$ cat src/sv/psnd_sqrt.sv
// Pipelined integer square root, one root bit per stage (digit-by-digit).
// Returns floor(sqrt(radicand_i)) for a radicand of 2*COORD_BITS+1 bits.
// Standalone; no package dependency.
`default_nettype none

module psnd_sqrt #(
  parameter int unsigned COORD_BITS = 24
) (
  input  wire logic                    clk_i,
  input  wire logic                    rst_ni,
  input  wire logic                    ce_i,
  input  wire logic                    valid_i,
  input  wire logic [2*COORD_BITS:0]   radicand_i,
  output logic                         valid_o,
  output logic [COORD_BITS:0]          root_o
);

  localparam int unsigned RB   = COORD_BITS + 1;
  localparam int unsigned RADW = 2 * RB;
  localparam int unsigned REMW = RB + 3;

  logic [REMW-1:0] rem_q  [0:RB];
  logic [RB-1:0]   root_q [0:RB];
  logic [RADW-1:0] rad_q  [0:RB];
  logic [RB:0]     vld_q;

  logic [REMW-1:0] rem_d  [1:RB];
  logic [RB-1:0]   root_d [1:RB];
  logic [RADW-1:0] rad_d  [1:RB];

  always_comb begin
    logic [REMW-1:0] cur;
    logic [REMW-1:0] trial;
    logic            ge;
    for (int k = 0; k < RB; k++) begin
      cur   = {rem_q[k][REMW-3:0], rad_q[k][RADW-1:RADW-2]};
      trial = {1'b0, root_q[k], 2'b01};
      ge    = (cur >= trial);
      rem_d[k+1]  = ge ? (cur - trial) : cur;
      root_d[k+1] = {root_q[k][RB-2:0], ge};
      rad_d[k+1]  = {rad_q[k][RADW-3:0], 2'b00};
    end
  end

  always_ff @(posedge clk_i or negedge rst_ni) begin
    if (!rst_ni) begin
      vld_q <= '0;
    end else if (ce_i) begin
      vld_q <= {vld_q[RB-1:0], valid_i};
    end
  end

  always_ff @(posedge clk_i) begin
    if (ce_i) begin
      rem_q[0]  <= '0;
      root_q[0] <= '0;
      rad_q[0]  <= {1'b0, radicand_i};
      for (int k = 1; k <= RB; k++) begin
        rem_q[k]  <= rem_d[k];
        root_q[k] <= root_d[k];
        rad_q[k]  <= rad_d[k];
      end
    end
  end

  assign valid_o = vld_q[RB];
  assign root_o  = root_q[RB];

endmodule

`default_nettype wire

$ cat config.mk
export PLATFORM = sky130hd
export DESIGN_NAME = psnd_sqrt
export DESIGN_NICKNAME = d
export VERILOG_FILES = /design/src/sv/psnd_sqrt.sv
export SDC_FILE = /design/constraint.sdc
export NUM_CORES = 2
export LEC_CHECK = 0
export BUFFER_PORTS_ARGS = -buffer_cell sky130_fd_sc_hd__buf_2
export CAP_MARGIN = 20
export CORE_MARGIN = 3
export CORE_UTILIZATION = 55
export CTS_BUF_LIST = sky130_fd_sc_hd__clkbuf_8
export CTS_CLUSTER_SIZE = 8
export DETAILED_ROUTE_END_ITERATION = 8
export PLACE_DENSITY = 0.79
export SLEW_MARGIN = 20
export SYNTH_ARGS = -nofsm -noshare
export SYNTH_HDL_FRONTEND = slang
export SYNTH_SLANG_ARGS = --single-unit
$ cat constraint.sdc
create_clock -name clk_i -period 3.9 [get_ports clk_i]
set_clock_uncertainty 0.1 [all_clocks]
set_input_delay 0.195 -clock clk_i [delete_from_list [all_inputs] [get_ports clk_i]]
set_output_delay 0.195 -clock clk_i [all_outputs]
set_load 0.1 [all_outputs]
==> flow_metrics.tcl <==
set metrics [dict create \
    wl_um 131000 \
    synthXorXnorAreaFrac_pct 5.86 \
    drv_cap 0 \
    synthMuxAreaShare_pct 0.912 \
    setup_viol 0 \
    ys_top_cells_by_area "edfxtp_1 65%, ha_1 6.1%, xor2_1 2.9%" \
    clock_latency_ns 0.98 \
    fin_crit_sh_pct 93.8 \
    synth_area_mm2 0.0720 \
    final_cell_area_mm2 0.0807 \
    swShare_pct 27.6 \
    crit_start "rem_q[1][0]" \
    end_kind "flop" \
    synthCells 5438 \
    comb_power_share_pct 18.7 \
    synth_nets 5841 \
    synth_top_area_cell "edfxtp_1" \
    grt_pass1_vias 43000 \
    finalCoreUtilization_pct 62.2 \
    m1WireLength_um 53000 \
    slew_headroom_pct 41.4 \
    grt_start_max_net_pins 116 \
    clkSlewWorstSetupHoldPaths_ns 0.06 \
    io_buffers 78 \
    synth_top_family_by_area "simple AND/OR/NAND/NOR gates" \
    synth_ff_type "edfxtp_1" \
    clock_sinks 1584 \
    path_class "flop to flop" \
    outcome "finished with violations" \
    fmax_mhz 273 \
    fillers 9428 \
    synth_seq_cells 1584 \
    first_iter_violations 3197 \
    overflow 0 \
    vias_per_cell 5.55 \
    rrSetupSlack_ns 0.24 \
    cts_hold_buf 104 \
    die_area_mm2 0.135 \
    cts_setup_buffers 0 \
    crit_end "rem_q[1][47]" \
    postSynthAreaPerCell_um2 13.2 \
    synthAdderAreaFrac_pct 6.08 \
    dpl.hpwl_um 88700 \
    grt_antenna_before_repair 1 \
    r2r-start "rem_q[1][0]" \
    cp-start-kind "flop" \
    synth.top_cell.area_share_pct 65.0 \
    ys_warn_count 0 \
    final.setup.tns_ns 0 \
    synth_compound_area_share_pct 8.98 \
    seqPwrFrac_pct 51.8 \
    p_leak_nw 31.3 \
    grt_pass1_wl_um 213000 \
    p_switching_w 0.0120 \
    via_count 43200 \
    numCtsBuffers 277 \
    drc 2 \
    cts-root-buf "clkbuf_8" \
    synth.distinct_cells 96 \
    critical_path_required_ns 4.45 \
    fin_nets 6293 \
    synthSimpleGateAreaFrac_pct 9.36 \
    clock_path_buffers 4 \
    violations "design-rule violations" \
    area_delta_synth_final_pct 12.1 \
    ant_nets 0 \
    wl_met2_um 64900 \
    die_x_um 368 \
    hold_viol 0 \
    power.share.clock_pct 29.5 \
    track_usage_pct 19.3 \
    gp_congestion 0.917 \
    cts_resized 0 \
    mostFrequentLayoutCell "edfxtp_1" \
    rr_endpoint "rem_q[1][47]" \
    synth_edf_count 1558 \
    worst_slew_pin_slew_ns 0.857 \
    die_y_um 368 \
    drive_gt1_share_pct 9.82 \
    htree_levels 5 \
    final_cell_mix "1,558 x edfxtp_1, 521 x inv_1, 425 x nand2_1" \
    multiInputGateArea_mm2 0.0225 \
    placed_area_mm2 0.0751 \
    min_period_ns 3.66 \
    powerDensity_mw_per_mm2 541 \
    initial_core_util_pct 55.5 \
    stdcell_count 7772 \
    cp_max_fo 4 \
    rr_worst_depth 9 \
    worstPathArrival_ns 4.21 \
    hold_class "input port to async pin" \
    drt_first_pass_iters 9 \
    yosysSeqAreaShare_pct 65.9 \
    rows 132 \
    p_int_w 0.0316 \
    ys_async_sr_fraction_pct 1.64 \
    coreArea_mm2 0.130 \
    dp_cells 7249 \
    pin_count 79 \
    seq_area_mm2 0.0474 \
    wl_met3_um 7620 \
    avgRoutedWirePerCell_um 16.9 \
    ir_worst_vdd_mv 0.494 \
    rsz0062_at_grt "no" \
    maxUsedRoutingLayer "met4" \
    whs_ns 0.171 \
    cts_tree "yes" \
    slew_violations 0 \
]
kinds of logic (layout without fill, tap and decap cells):
family / Yosys count / in the layout
DFF: 1584 / 1584
and+or+nand+nor: 1370 / 1370
AOI/OAI and AO/OA: 1045 / 1045
buffers and inverters: 547 / 1136
xor gates and xnor gates: 482 / 482
adders and majority gates: 350 / 350
muxes: 59 / 59
other: 1 / 4
power by group through the flow:
stage	combinational [W]	sequential [W]	clock, W
after floorplan	0.00591	0.0225	0
after global placement	0.00766	0.0229	0
after detailed placement	0.00794	0.0229	0
after CTS	0.00806	0.0226	0.0133
after global routing	0.00910	0.0228	0.0141
final	0.00815	0.0226	0.0129
per-stage QoR:
stage,setup slack [ns],total power [W]
floorplan,0.873,0.0284
finish,0.241,0.0437
CTS,0.357,0.0440
global route,0.0524,0.0460
global placement,0.446,0.0305
detailed placement,0.377,0.0309
synthesized netlist by cell type, drive strengths merged (89+ instances only):
cell / instances
edfxtp: 1558
inv: 453
nand2: 428
ha: 350
o21ai: 347
nor2: 302
a21oi: 289
xor2: 242
xnor2: 240
nor3: 134
a21o: 109
nand3: 89
area by class of cell:
| cell class | count | area share (%) |
|---|---|---|
| Sequential cell | 1584 | 58.8 |
| Multi-Input combinational cell | 3307 | 27.9 |
| Clock buffer | 286 | 4.88 |
| Timing Repair Buffer | 266 | 2.91 |
| Tap cell | 1742 | 2.70 |
| Inverter | 454 | 2.11 |
| Clock inverter | 130 | 0.713 |
| Antenna cell | 3 | 0.00930 |
state kept, by name, summed over array words and instances, names as in the netlist:
register,count
rem_q,584
root_q,325
rad_q,649
vld_q,26
metal layers:
| metal | vias up | global-route usage, % |
|---|---|---|
| li1 | 20900 | - |
| met1 | 20500 | 23.1 |
| met2 | 1352 | 33.3 |
| met3 | 395 | 3.96 |
| met4 | 0 | 9.26 |
| met5 | - | 0 |
worst max-delay path, cell delays in order, from the launching register on:
cell	delay (ns)
edfxtp_1	0.41
ha_1	0.39
o21ai_0	0.16
a211oi_1	0.55
a21oi_1	0.25
o211ai_1	0.35
a41oi_1	0.24
o41ai_1	0.61
nor4_1	0.16
xor2_1	0.18
worst min-delay path by stage:
stage	from	slack [ns]	end
finish	rst_ni	0.17	vld_q[23]
global route	rst_ni	0.13	vld_q[22]
CTS	rst_ni	0.05	vld_q[23]
detailed placement	rst_ni	0.12	vld_q[2]
global placement	rst_ni	0.11	vld_q[0]
floorplan	rst_ni	-0.20	vld_q[0]
Note: power is estimated with default switching activity, not from simulation.
